===== config.mk =====
export PLATFORM = sky130hd
export DESIGN_NAME = sample_stream_statistics_flat
export DESIGN_NICKNAME = d
export VERILOG_FILES = /design/src/rtl/core/sss_pkg.sv /design/src/rtl/core/sss_sample_if.sv /design/src/rtl/core/sss_stats_if.sv /design/src/rtl/core/sample_stream_statistics.sv /design/src/flat_wrapper.sv
export SDC_FILE = /design/constraint.sdc
export NUM_CORES = 2
export LEC_CHECK = 0
export BUFFER_PORTS_ARGS = -buffer_cell sky130_fd_sc_hd__buf_2
export CORE_ASPECT_RATIO = 1.25
export CORE_UTILIZATION = 25
export DETAILED_ROUTE_END_ITERATION = 10
export PLACE_DENSITY_LB_ADDON = 0.2
export SETUP_SLACK_MARGIN = 0.02
export SLEW_MARGIN = 20
export SYNTH_ARGS = -nofsm -noshare
export SYNTH_HDL_FRONTEND = slang
export SYNTH_SLANG_ARGS = --single-unit

===== constraint.sdc =====
create_clock -name clk -period 10.4 [get_ports clk]
set_clock_uncertainty 0.1 [all_clocks]
set_input_delay 1.04 -clock clk [delete_from_list [all_inputs] [get_ports clk]]
set_output_delay 1.04 -clock clk [all_outputs]
set_load 0.02 [all_outputs]

===== src/rtl/core/sss_pkg.sv =====
// Shared widths and defaults for the sample stream statistics block.
package sss_pkg;

    localparam int SAMPLE_BITS_DEF = 16;
    localparam int COUNT_BITS_DEF  = 32;

    // Fixed widths of the reported totals
    localparam int SUM_BITS      = 48;
    localparam int SQ_BITS       = 63;
    localparam int ABS_BITS      = 48;
    localparam int OUT_CNT_BITS  = 32;

endpackage


===== src/rtl/core/sss_sample_if.sv =====
// Input channel: one signed sample per transaction with an end-of-stream flag.
interface sss_sample_if
    import sss_pkg::*;
#(
    parameter int SAMPLE_BITS = SAMPLE_BITS_DEF
) ();
    logic                          valid;
    logic                          ready;
    logic signed [SAMPLE_BITS-1:0] sample;
    logic                          last;

    modport source (output valid, output sample, output last, input ready);
    modport sink   (input valid, input sample, input last, output ready);
endinterface


===== src/rtl/core/sss_stats_if.sv =====
// Result channel: one transaction of stream totals per finished stream.
interface sss_stats_if
    import sss_pkg::*;
#(
    parameter int SAMPLE_BITS = SAMPLE_BITS_DEF
) ();
    logic                          valid;
    logic                          ready;
    logic signed [SAMPLE_BITS-1:0] amp_min;
    logic signed [SAMPLE_BITS-1:0] amp_max;
    logic signed [SUM_BITS-1:0]    amp_sum;
    logic        [SQ_BITS-1:0]     square_sum;
    logic signed [SAMPLE_BITS:0]   step_min;
    logic signed [SAMPLE_BITS:0]   step_max;
    logic        [ABS_BITS-1:0]    abs_step_sum;
    logic        [OUT_CNT_BITS-1:0] zero_crossings;
    logic        [OUT_CNT_BITS-1:0] extrema_count;
    logic        [OUT_CNT_BITS-1:0] sample_count;

    modport source (
        output valid, output amp_min, output amp_max, output amp_sum,
        output square_sum, output step_min, output step_max, output abs_step_sum,
        output zero_crossings, output extrema_count, output sample_count,
        input ready
    );
    modport sink (
        input valid, input amp_min, input amp_max, input amp_sum,
        input square_sum, input step_min, input step_max, input abs_step_sum,
        input zero_crossings, input extrema_count, input sample_count,
        output ready
    );
endinterface


===== src/rtl/core/sample_stream_statistics.sv =====
// Sample stream statistics: running min/max, sums, step range, crossings, extrema.
//
// Takes one sample per clock, continuously, as long as the result channel is not
// holding a stream's totals back. A sample passes an input register, a squaring
// stage (one SAMPLE_BITS x SAMPLE_BITS multiplier) and the accumulate stage, so the
// totals of a stream are registered as its last sample is accumulated. The
// statistics state is cleared in the same cycle, so the next stream may follow
// without a gap. Sums and counts saturate; counts are COUNT_BITS wide internally
// and reported in their low 32 bits. For a single-sample stream the step range
// reads back as its empty values (+/-(2^SAMPLE_BITS-1)).
module sample_stream_statistics
    import sss_pkg::*;
#(
    parameter int SAMPLE_BITS = SAMPLE_BITS_DEF,
    parameter int COUNT_BITS  = COUNT_BITS_DEF
) (
    input  logic         clk,
    input  logic         rst_n,
    sss_sample_if.sink   samples,
    sss_stats_if.source  stats
);

    localparam int SB = SAMPLE_BITS;

    localparam logic signed [SB-1:0] AMP_MIN_INIT  = {1'b0, {(SB-1){1'b1}}};
    localparam logic signed [SB-1:0] AMP_MAX_INIT  = {1'b1, {(SB-1){1'b0}}};
    localparam logic signed [SB:0]   STEP_MIN_INIT = {1'b0, {SB{1'b1}}};
    localparam logic signed [SB:0]   STEP_MAX_INIT = {1'b1, {(SB-1){1'b0}}, 1'b1};

    // ---------------- pipeline control ----------------
    logic v1_reg, v2_reg, out_valid_reg;
    logic last2_reg;
    logic consume3, load2, in_ready;

    assign consume3 = v2_reg && (!last2_reg || !out_valid_reg || stats.ready);
    assign load2    = !v2_reg || consume3;
    assign in_ready = !v1_reg || load2;
    assign samples.ready = in_ready;

    // ---------------- stage 1: input register ----------------
    logic signed [SB-1:0] sample1_reg;
    logic                 last1_reg;

    always_ff @(posedge clk or negedge rst_n)
    begin
        if (!rst_n)
        begin
            v1_reg <= 1'b0;
        end
        else if (in_ready)
        begin
            v1_reg <= samples.valid;
        end
    end

    always_ff @(posedge clk)
    begin
        if (in_ready && samples.valid)
        begin
            sample1_reg <= samples.sample;
            last1_reg   <= samples.last;
        end
    end

    // ---------------- stage 2: square ----------------
    logic signed [2*SB-1:0] sq_prod;
    logic signed [SB-1:0]   sample2_reg;
    logic [SQ_BITS-1:0]     sq2_reg;

    assign sq_prod = sample1_reg * sample1_reg;

    always_ff @(posedge clk or negedge rst_n)
    begin
        if (!rst_n)
        begin
            v2_reg <= 1'b0;
        end
        else if (load2)
        begin
            v2_reg <= v1_reg;
        end
    end

    always_ff @(posedge clk)
    begin
        if (load2 && v1_reg)
        begin
            sample2_reg <= sample1_reg;
            last2_reg   <= last1_reg;
            sq2_reg     <= SQ_BITS'($unsigned(sq_prod));
        end
    end

    // ---------------- stage 3: accumulate ----------------
    logic signed [SB-1:0]       min_reg, max_reg, prev_reg, older_reg;
    logic signed [SUM_BITS-1:0] sum_reg;
    logic [SQ_BITS-1:0]         sq_sum_reg;
    logic signed [SB:0]         step_min_reg, step_max_reg;
    logic [ABS_BITS-1:0]        abs_sum_reg;
    logic [COUNT_BITS-1:0]      cross_reg, turn_reg, count_reg;

    logic signed [SB-1:0]       min_next, max_next, older_next;
    logic signed [SUM_BITS-1:0] sum_next;
    logic [SQ_BITS-1:0]         sq_sum_next;
    logic signed [SB:0]         step_min_next, step_max_next;
    logic [ABS_BITS-1:0]        abs_sum_next;
    logic [COUNT_BITS-1:0]      cross_next, turn_next, count_next;

    logic signed [SB:0]         step;
    logic [SB-1:0]              abs_step;
    logic signed [SUM_BITS:0]   sum_wide;
    logic [SQ_BITS:0]           sq_wide;
    logic [ABS_BITS:0]          abs_wide;
    logic                       is_cross, is_turn;

    always_comb
    begin
        step     = (SB+1)'(sample2_reg) - (SB+1)'(prev_reg);
        abs_step = step[SB] ? SB'(-step) : step[SB-1:0];

        min_next = (sample2_reg < min_reg) ? sample2_reg : min_reg;
        max_next = (sample2_reg > max_reg) ? sample2_reg : max_reg;

        sum_wide = (SUM_BITS+1)'(sum_reg) + (SUM_BITS+1)'(sample2_reg);
        if (sum_wide[SUM_BITS] != sum_wide[SUM_BITS-1])
            sum_next = {sum_wide[SUM_BITS], {(SUM_BITS-1){~sum_wide[SUM_BITS]}}};
        else
            sum_next = sum_wide[SUM_BITS-1:0];

        sq_wide     = {1'b0, sq_sum_reg} + {1'b0, sq2_reg};
        sq_sum_next = sq_wide[SQ_BITS] ? {SQ_BITS{1'b1}} : sq_wide[SQ_BITS-1:0];

        abs_wide     = {1'b0, abs_sum_reg} + (ABS_BITS+1)'(abs_step);
        abs_sum_next = abs_wide[ABS_BITS] ? {ABS_BITS{1'b1}} : abs_wide[ABS_BITS-1:0];

        // step range only once a previous sample exists
        step_min_next = step_min_reg;
        step_max_next = step_max_reg;
        if (count_reg != '0)
        begin
            if (step < step_min_reg) step_min_next = step;
            if (step > step_max_reg) step_max_next = step;
        end

        is_cross = (prev_reg < 0 && sample2_reg >= 0) || (prev_reg > 0 && sample2_reg <= 0);
        is_turn  = (older_reg < prev_reg && prev_reg > sample2_reg)
                || (older_reg > prev_reg && prev_reg < sample2_reg);

        cross_next = (is_cross && !(&cross_reg)) ? cross_reg + 1'b1 : cross_reg;
        turn_next  = (is_turn && !(&turn_reg)) ? turn_reg + 1'b1 : turn_reg;
        count_next = (&count_reg) ? count_reg : count_reg + 1'b1;

        // older neighbor follows only on change, which skips plateaus
        older_next = (sample2_reg != prev_reg) ? prev_reg : older_reg;
    end

    always_ff @(posedge clk or negedge rst_n)
    begin
        if (!rst_n)
        begin
            min_reg      <= AMP_MIN_INIT;
            max_reg      <= AMP_MAX_INIT;
            sum_reg      <= '0;
            sq_sum_reg   <= '0;
            step_min_reg <= STEP_MIN_INIT;
            step_max_reg <= STEP_MAX_INIT;
            abs_sum_reg  <= '0;
            cross_reg    <= '0;
            turn_reg     <= '0;
            count_reg    <= '0;
            prev_reg     <= '0;
            older_reg    <= '0;
        end
        else if (consume3)
        begin
            if (last2_reg)
            begin
                min_reg      <= AMP_MIN_INIT;
                max_reg      <= AMP_MAX_INIT;
                sum_reg      <= '0;
                sq_sum_reg   <= '0;
                step_min_reg <= STEP_MIN_INIT;
                step_max_reg <= STEP_MAX_INIT;
                abs_sum_reg  <= '0;
                cross_reg    <= '0;
                turn_reg     <= '0;
                count_reg    <= '0;
                prev_reg     <= '0;
                older_reg    <= '0;
            end
            else
            begin
                min_reg      <= min_next;
                max_reg      <= max_next;
                sum_reg      <= sum_next;
                sq_sum_reg   <= sq_sum_next;
                step_min_reg <= step_min_next;
                step_max_reg <= step_max_next;
                abs_sum_reg  <= abs_sum_next;
                cross_reg    <= cross_next;
                turn_reg     <= turn_next;
                count_reg    <= count_next;
                prev_reg     <= sample2_reg;
                older_reg    <= older_next;
            end
        end
    end

    // ---------------- result register ----------------
    logic signed [SB-1:0]       res_min_reg, res_max_reg;
    logic signed [SUM_BITS-1:0] res_sum_reg;
    logic [SQ_BITS-1:0]         res_sq_reg;
    logic signed [SB:0]         res_step_min_reg, res_step_max_reg;
    logic [ABS_BITS-1:0]        res_abs_reg;
    logic [OUT_CNT_BITS-1:0]    res_cross_reg, res_turn_reg, res_count_reg;

    always_ff @(posedge clk or negedge rst_n)
    begin
        if (!rst_n)
        begin
            out_valid_reg <= 1'b0;
        end
        else if (consume3 && last2_reg)
        begin
            out_valid_reg <= 1'b1;
        end
        else if (stats.ready)
        begin
            out_valid_reg <= 1'b0;
        end
    end

    always_ff @(posedge clk)
    begin
        if (consume3 && last2_reg)
        begin
            res_min_reg      <= min_next;
            res_max_reg      <= max_next;
            res_sum_reg      <= sum_next;
            res_sq_reg       <= sq_sum_next;
            res_step_min_reg <= step_min_next;
            res_step_max_reg <= step_max_next;
            res_abs_reg      <= abs_sum_next;
            res_cross_reg    <= OUT_CNT_BITS'(cross_next);
            res_turn_reg     <= OUT_CNT_BITS'(turn_next);
            res_count_reg    <= OUT_CNT_BITS'(count_next);
        end
    end

    assign stats.valid          = out_valid_reg;
    assign stats.amp_min        = res_min_reg;
    assign stats.amp_max        = res_max_reg;
    assign stats.amp_sum        = res_sum_reg;
    assign stats.square_sum     = res_sq_reg;
    assign stats.step_min       = res_step_min_reg;
    assign stats.step_max       = res_step_max_reg;
    assign stats.abs_step_sum   = res_abs_reg;
    assign stats.zero_crossings = res_cross_reg;
    assign stats.extrema_count  = res_turn_reg;
    assign stats.sample_count   = res_count_reg;

    // ---------------- assertions ----------------
    a_result_after_last: assert property (@(posedge clk) disable iff (!rst_n)
        (consume3 && last2_reg) |=> stats.valid)
        else $error("stream end did not produce a result");

    a_cleared_after_last: assert property (@(posedge clk) disable iff (!rst_n)
        (consume3 && last2_reg) |=> (count_reg == '0 && sum_reg == '0))
        else $error("statistics not cleared after stream end");

    a_count_step: assert property (@(posedge clk) disable iff (!rst_n)
        (consume3 && !last2_reg && !(&count_reg)) |=> count_reg == $past(count_reg) + 1'b1)
        else $error("sample count did not advance");

    a_min_le_max: assert property (@(posedge clk) disable iff (!rst_n)
        (count_reg != '0) |-> (min_reg <= max_reg))
        else $error("minimum above maximum");

    a_stall_only_when_full: assert property (@(posedge clk) disable iff (!rst_n)
        !samples.ready |-> (v1_reg && v2_reg && out_valid_reg))
        else $error("input stalled with room in the pipeline");

endmodule


===== src/flat_wrapper.sv =====
// flat-port wrapper written by rule: the top's interface ports become plain ports
module sample_stream_statistics_flat import sss_pkg::*;
#(
    parameter int SAMPLE_BITS = SAMPLE_BITS_DEF,
    parameter int COUNT_BITS  = COUNT_BITS_DEF
)
  (clk, rst_n, samples_valid, samples_sample, samples_last, samples_ready, stats_valid, stats_amp_min, stats_amp_max, stats_amp_sum, stats_square_sum, stats_step_min, stats_step_max, stats_abs_step_sum, stats_zero_crossings, stats_extrema_count, stats_sample_count, stats_ready);
  sss_sample_if #(.SAMPLE_BITS(SAMPLE_BITS)) samples_i ();
  sss_stats_if #(.SAMPLE_BITS(SAMPLE_BITS)) stats_i ();
  input  logic clk;
  input  logic rst_n;
  input wire logic [$bits(samples_i.valid)-1:0] samples_valid;
  input wire logic [$bits(samples_i.sample)-1:0] samples_sample;
  input wire logic [$bits(samples_i.last)-1:0] samples_last;
  output wire logic [$bits(samples_i.ready)-1:0] samples_ready;
  output wire logic [$bits(stats_i.valid)-1:0] stats_valid;
  output wire logic [$bits(stats_i.amp_min)-1:0] stats_amp_min;
  output wire logic [$bits(stats_i.amp_max)-1:0] stats_amp_max;
  output wire logic [$bits(stats_i.amp_sum)-1:0] stats_amp_sum;
  output wire logic [$bits(stats_i.square_sum)-1:0] stats_square_sum;
  output wire logic [$bits(stats_i.step_min)-1:0] stats_step_min;
  output wire logic [$bits(stats_i.step_max)-1:0] stats_step_max;
  output wire logic [$bits(stats_i.abs_step_sum)-1:0] stats_abs_step_sum;
  output wire logic [$bits(stats_i.zero_crossings)-1:0] stats_zero_crossings;
  output wire logic [$bits(stats_i.extrema_count)-1:0] stats_extrema_count;
  output wire logic [$bits(stats_i.sample_count)-1:0] stats_sample_count;
  input wire logic [$bits(stats_i.ready)-1:0] stats_ready;
  assign samples_i.valid = samples_valid;
  assign samples_i.sample = samples_sample;
  assign samples_i.last = samples_last;
  assign samples_ready = samples_i.ready;
  assign stats_valid = stats_i.valid;
  assign stats_amp_min = stats_i.amp_min;
  assign stats_amp_max = stats_i.amp_max;
  assign stats_amp_sum = stats_i.amp_sum;
  assign stats_square_sum = stats_i.square_sum;
  assign stats_step_min = stats_i.step_min;
  assign stats_step_max = stats_i.step_max;
  assign stats_abs_step_sum = stats_i.abs_step_sum;
  assign stats_zero_crossings = stats_i.zero_crossings;
  assign stats_extrema_count = stats_i.extrema_count;
  assign stats_sample_count = stats_i.sample_count;
  assign stats_i.ready = stats_ready;
  sample_stream_statistics #(.SAMPLE_BITS(SAMPLE_BITS), .COUNT_BITS(COUNT_BITS)) u_core (.clk(clk), .rst_n(rst_n), .samples(samples_i), .stats(stats_i));
endmodule

# Yosys cells after proc, flatten, opt, wreduce, memory -nomap -nowiden
# Cells that the tools add are included.
word_totals:
  output_inout_bits: 323
  wordCells: 111
  in_bits: 21
  register_bits: 743
classes:
  n_reduce_logical: 29
  addsub: 8
  mux: 28
  magnitude_cmp: 12
  n_bitwise: 1
  multipliers: 1
  n_eq_ne: 2
op_table:
  columns: ["operator", "n"]
  rows:
  - ["two-way mux 32 bit", 6]
  - ["two-way mux 48 bit", 4]
  - ["two-way mux 16 bit", 8]
  - ["two-way mux 63 bit", 2]
  - ["two-way mux 17 bit", 6]
  - ["adder 48 x 16 -> 49 bit", 2]
  - ["adder 32 x 1 -> 32 bit, second input constant", 3]
  - ["AND reduction 32 bit", 3]
  - ["adder 63 x 32 -> 64 bit", 1]
  - ["greater-than comparator 16 bit", 3]
  - ["less-than comparator 16 bit", 3]
  - ["multiplier 16 x 16 -> 32 bit", 1]
  - ["nonzero test 32 bit", 1]
  - ["greater-than comparator 17 bit", 1]
  - ["less-than comparator 17 bit", 1]
  - ["subtractor 16 x 16 -> 17 bit", 1]
  - ["greater-or-equal comparator 16 x 1 -> 1 bit, second input constant", 1]
  - ["greater-than comparator 16 x 1 -> 1 bit, second input constant", 1]
  - ["<= comparator 16 x 1 -> 1 bit, second input constant", 1]
  - ["less-than comparator 16 x 1 -> 1 bit, second input constant", 1]
  - ["inequality test 16 bit", 1]
  - ["negator 16 bit", 1]
  - ["logical AND 1 bit", 10]
  - ["zero test 1 bit", 6]
  - ["other kinds (6)", 13]

# Longest topological paths before layout
logic_depth:
  ltp_word: 7
  mapped_depth: 27
  depth_no_buf: 25

# Least setup slack after synthesis
# No wires, ideal clock.
synth_timing:
  path_type: "input to register"
  startpoint: "input stats_ready"
  endpoint: "register u_core.abs_sum_reg[16]"
  n_path_buf: 1
  required_time_ns: 9.853
  setup_time_ns: 0.447
  path_slack_ns: 1.588
  cell_stages: 6
  t_arrival_ns: 8.265
  cell_sequence: "nor2b_1 a21oi_1 clkbuf_1 nand2_1 inv_1 nor3_1"
synth_between:
  elab_chain_len: 2
synth_rtl:
  columns: ["item", "line", "source"]
  rows:
  - ["from (decl)", "flat_wrapper.sv:27", "input wire logic [$bits(stats_i.ready)-1:0] stats_ready;"]
  - ["logical OR 1 bit", "sample_stream_statistics.sv:35", "assign consume3 = v2_reg && (!last2_reg || !out_valid_reg || stats.ready);"]
  - ["logical AND 1 bit", "sample_stream_statistics.sv:35", null]
  - ["to (signal assigned)", "sample_stream_statistics.sv:199", "abs_sum_reg <= abs_sum_next;"]
  - ["to (decl)", "sample_stream_statistics.sv:99", "logic [ABS_BITS-1:0] abs_sum_reg;"]
# No other way between the ends.
# A chain may end at the register's enable or synchronous reset.

# Final worst setup path
layout_timing:
  startpoint: "register u_core.sample1_reg[15]"
  endpoint: "register u_core.sq2_reg[31] (data pin)"
layout_between:
  elab_chain_len: 1
layout_rtl:
  columns: ["item", "line", "source"]
  rows:
  - ["from (decl)", "sample_stream_statistics.sv:41", "logic signed [SB-1:0] sample1_reg;"]
  - ["from (signal assigned)", "sample_stream_statistics.sv:60", "sample1_reg <= samples.sample;"]
  - ["multiplier 16 x 16 -> 32 bit", "sample_stream_statistics.sv:70", "assign sq_prod = sample1_reg * sample1_reg;"]
  - ["net u_core.sq_prod[31]", "sample_stream_statistics.sv:66", "logic signed [2*SB-1:0] sq_prod;"]
  - ["to (signal assigned)", "sample_stream_statistics.sv:90", "sq2_reg <= SQ_BITS'($unsigned(sq_prod));"]
  - ["to (decl)", "sample_stream_statistics.sv:68", "logic [SQ_BITS-1:0] sq2_reg;"]
# The timed path passes the listed nets, and every way through them passes these cells.

==> run summary <==
status = completed
die area = 0.195 mm²
H-tree depth = 3
CTS Root Cell = clkbuf_16
Setup WS post-layout = 3.15 ns
Antenna Nets Post-Route = 0
largest net degree at the start of global routing = 90
Row Count = 180
P_int = 10500 µW
first-pass GRT wire length = 231000 µm
vias per cell = 4.76
synthesis-stage register bit count = 741
Initial Util = 25.1%
post-synth top area cell = edfxtp_1
Core ar. = 0.192 mm²
Synth top area share = 23.9%
Die H = 494 µm
layout cells sized above 1 = 13.8%
Synth Net Count = 5236
Buffers on Ports = 343
Netlist cell types = 92
proportion of synthesized chip area in sequential cells = 42.4%
via count = 36250
GRT Util Overall = 15.4%
Least-Margin Pin Slew = 1.15 ns
first-pass detailed-route iteration total = 5
Cell Area, Synth = 0.0484 mm²
pwr dens = 332 mW/mm²
clock power share = 18.5%
async set-reset flop share out of synthesis = 48.0%
cell count after synthesis = 4690
CTS Sinks = 741
Peak VDD IR = 0.000384 V
clk_lat worst skew = 0.73 ns
Cell Area, Placed = 0.0531 mm²
post-DP HPWL = 110000 µm
WL final = 152000 µm
CTS tree = yes
CTS clock-pin slew for the worst setup and hold paths = 0.06 ns
Main synth FF type = edfxtp_1
CTS Hold Bufs = 0
Initial DRC Count = 2230
Logic pwr share = 56.0%
crit path launch type = flop
Worst setup EP type = flop
most common cell in the synthesized netlist = inv_1
reg-to-reg setup timing slack = 3.15 ns
Slew Viols, Final = 0
post-CTS sizing = 0
TNS Setup = 0 ns
Final min period = 7.25 ns
Post-synth EDFFs = 385
Max Fclk = 0.138 GHz
Avg Inst Size Synth = 10.3 µm²
hold crit path type = primary input to async pin
Syn-to-layout area delta = 16.4%
top cells by count, synth = 506 x inv_1, 477 x nand2_1, 385 x edfxtp_1, 322 x dfrtp_1, 297 x o21ai_0
Crit path arrival time = 7.61 ns
fin util = 29.3%
register share of total power = 25.5%
Max clock buf depth = 3
max_slew headroom = 22.3%
Worst Path Max Fanout = 20
Psw = 8170 µW
Crit Path Class = flop to flop
initial antenna violation count = 15
residual DRC count = 0
pre-CTS setup slack = 3.10 ns
RSZ-0062 raised after global routing = false
TritonCTS Buffers = 92
Final setup viols = 0
Pleak = 0.0248 µW
Synth area leaders = edfxtp_1 24%, dfrtp_1 17%, fa_1 10%
Worst EP required = 10.76 ns
max_cap viols = 0
postcts setup bufs = 0
vias in the first global route = 37229
design area = 0.0563 mm²
final hold violations = 0
GPL Wtd Cong = 0.822
num ports = 344
Synth Warn # = 0
WL/cell = 20.0 µm
crit share post-route = 69.7%
Die X-Extent = 395 µm
grt ovf = 0
Net Sw Frac = 43.7%
Final nets = 5534
-- layout by cell type, fill, tap and decap left out, types with 24 or more instances in the layout --
master	synthesis	routed
nor2b_1	35	35
nand3_1	114	112
dfstp_2	34	34
o21a_1	31	31
and3_1	71	71
and4_1	24	24
ha_1	284	284
dfrtp_1	322	322
nor4_1	37	37
a22o_1	133	133
buf_4	1	74
o31ai_1	36	34
nand4_1	54	54
a31oi_1	31	31
nand2b_1	33	33
buf_2	18	342
clkbuf_16	0	92
and2_1	69	67
nor2_1	199	196
xor2_1	109	109
o22a_1	33	33
o211ai_1	60	60
nor3_1	49	49
inv_1	506	504
o21bai_1	25	25
o21ai_0	297	297
or3_1	25	25
xnor2_1	175	175
nand2_1	477	475
a21o_1	112	112
edfxtp_1	385	385
a21oi_1	204	202
fa_1	241	241
mux2_2	46	46
-- area by class of cell --
cell class | count | area (µm²)
diodes | 5 | 12.5
clock buffers | 110 | 2390
clock inverters | 63 | 818
fillers | 20177 | 136000
inverters | 507 | 1910
multi-input cells | 3228 | 25200
flip-flops and latches | 741 | 20500
well taps | 2548 | 3190
repair buffers | 418 | 2310
-- worst max-delay path: stages (launching register included) --
cell and delay (ns):
edfxtp_1 0.69, inv_1 0.51, nor2_1 0.13, fa_1 0.56, inv_1 0.05, fa_1 0.54, inv_1 0.06, fa_1 0.50
fa_1 0.52, fa_1 0.54, inv_1 0.06, fa_1 0.52, inv_1 0.04, ha_1 0.35, a21o_1 0.20, a21o_1 0.17
a21oi_1 0.20, o21ai_0 0.17, or4_1 0.44, a21oi_1 0.15, nor2_1 0.06, nor2_1 0.15, o21ai_0 0.12, xnor2_1 0.14
-- power groups by stage --
stage	Combinational, µW	Clock [µW]	Sequential (µW)
5_1_grt	11900	3690	4840
2_1_floorplan	7350	0	4980
3_3_place_gp	10600	0	4820
4_1_cts	10700	3590	4770
6_report	10500	3460	4760
3_5_place_dp	10600	0	4820
-- layer usage --
metal	up-vias	GRT usage [%]	part of all wire [%]
met3	168	2.07	4.8
met1	18158	21.9	48
met5	-	0	0.0085
met2	813	24.5	45
li1	17109	-	-
met4	2	4.25	2.2
-- metrics by stage --
step	hold WS (ns)	power [µW]	instances
2_1_floorplan	0.300	12300	4690
3_3_place_gp	0.325	15400	7441
3_5_place_dp	0.326	15400	7442
4_1_cts	0.126	19100	7615
5_1_grt	0.155	20400	7616
6_report	0.137	18700	7620
-- cells by family after synthesis --
logic type               after synthesis  synth area share (%)
AND/OR/NAND/NOR                     1240                  12.4
AO/OA/AOI/OAI                       1115                  15.6
flip-flops                           741                  42.4
buffers and inverters                721                  5.71
adder cells (fa/ha/maj)              525                  17.3
XOR/XNOR                             284                  5.14
multiplexers                          64                  1.44
-- path summary, 6_finish.rpt --
kind	cells past startpoint	to	startpoint
hold / removal	1	u_core.sum_reg[20]	rst_n
max in group asynchronous	3	u_core.count_reg[11]	rst_n
min in group clk	0	u_core.last2_reg	u_core.last1_reg
setup / recovery	23	u_core.sq2_reg[31]	u_core.sample1_reg[15]
setup reg to reg	23	u_core.sq2_reg[31]	u_core.sample1_reg[15]
hold reg to reg	0	u_core.last2_reg	u_core.last1_reg
Note: power is estimated with default switching activity, not from simulation.
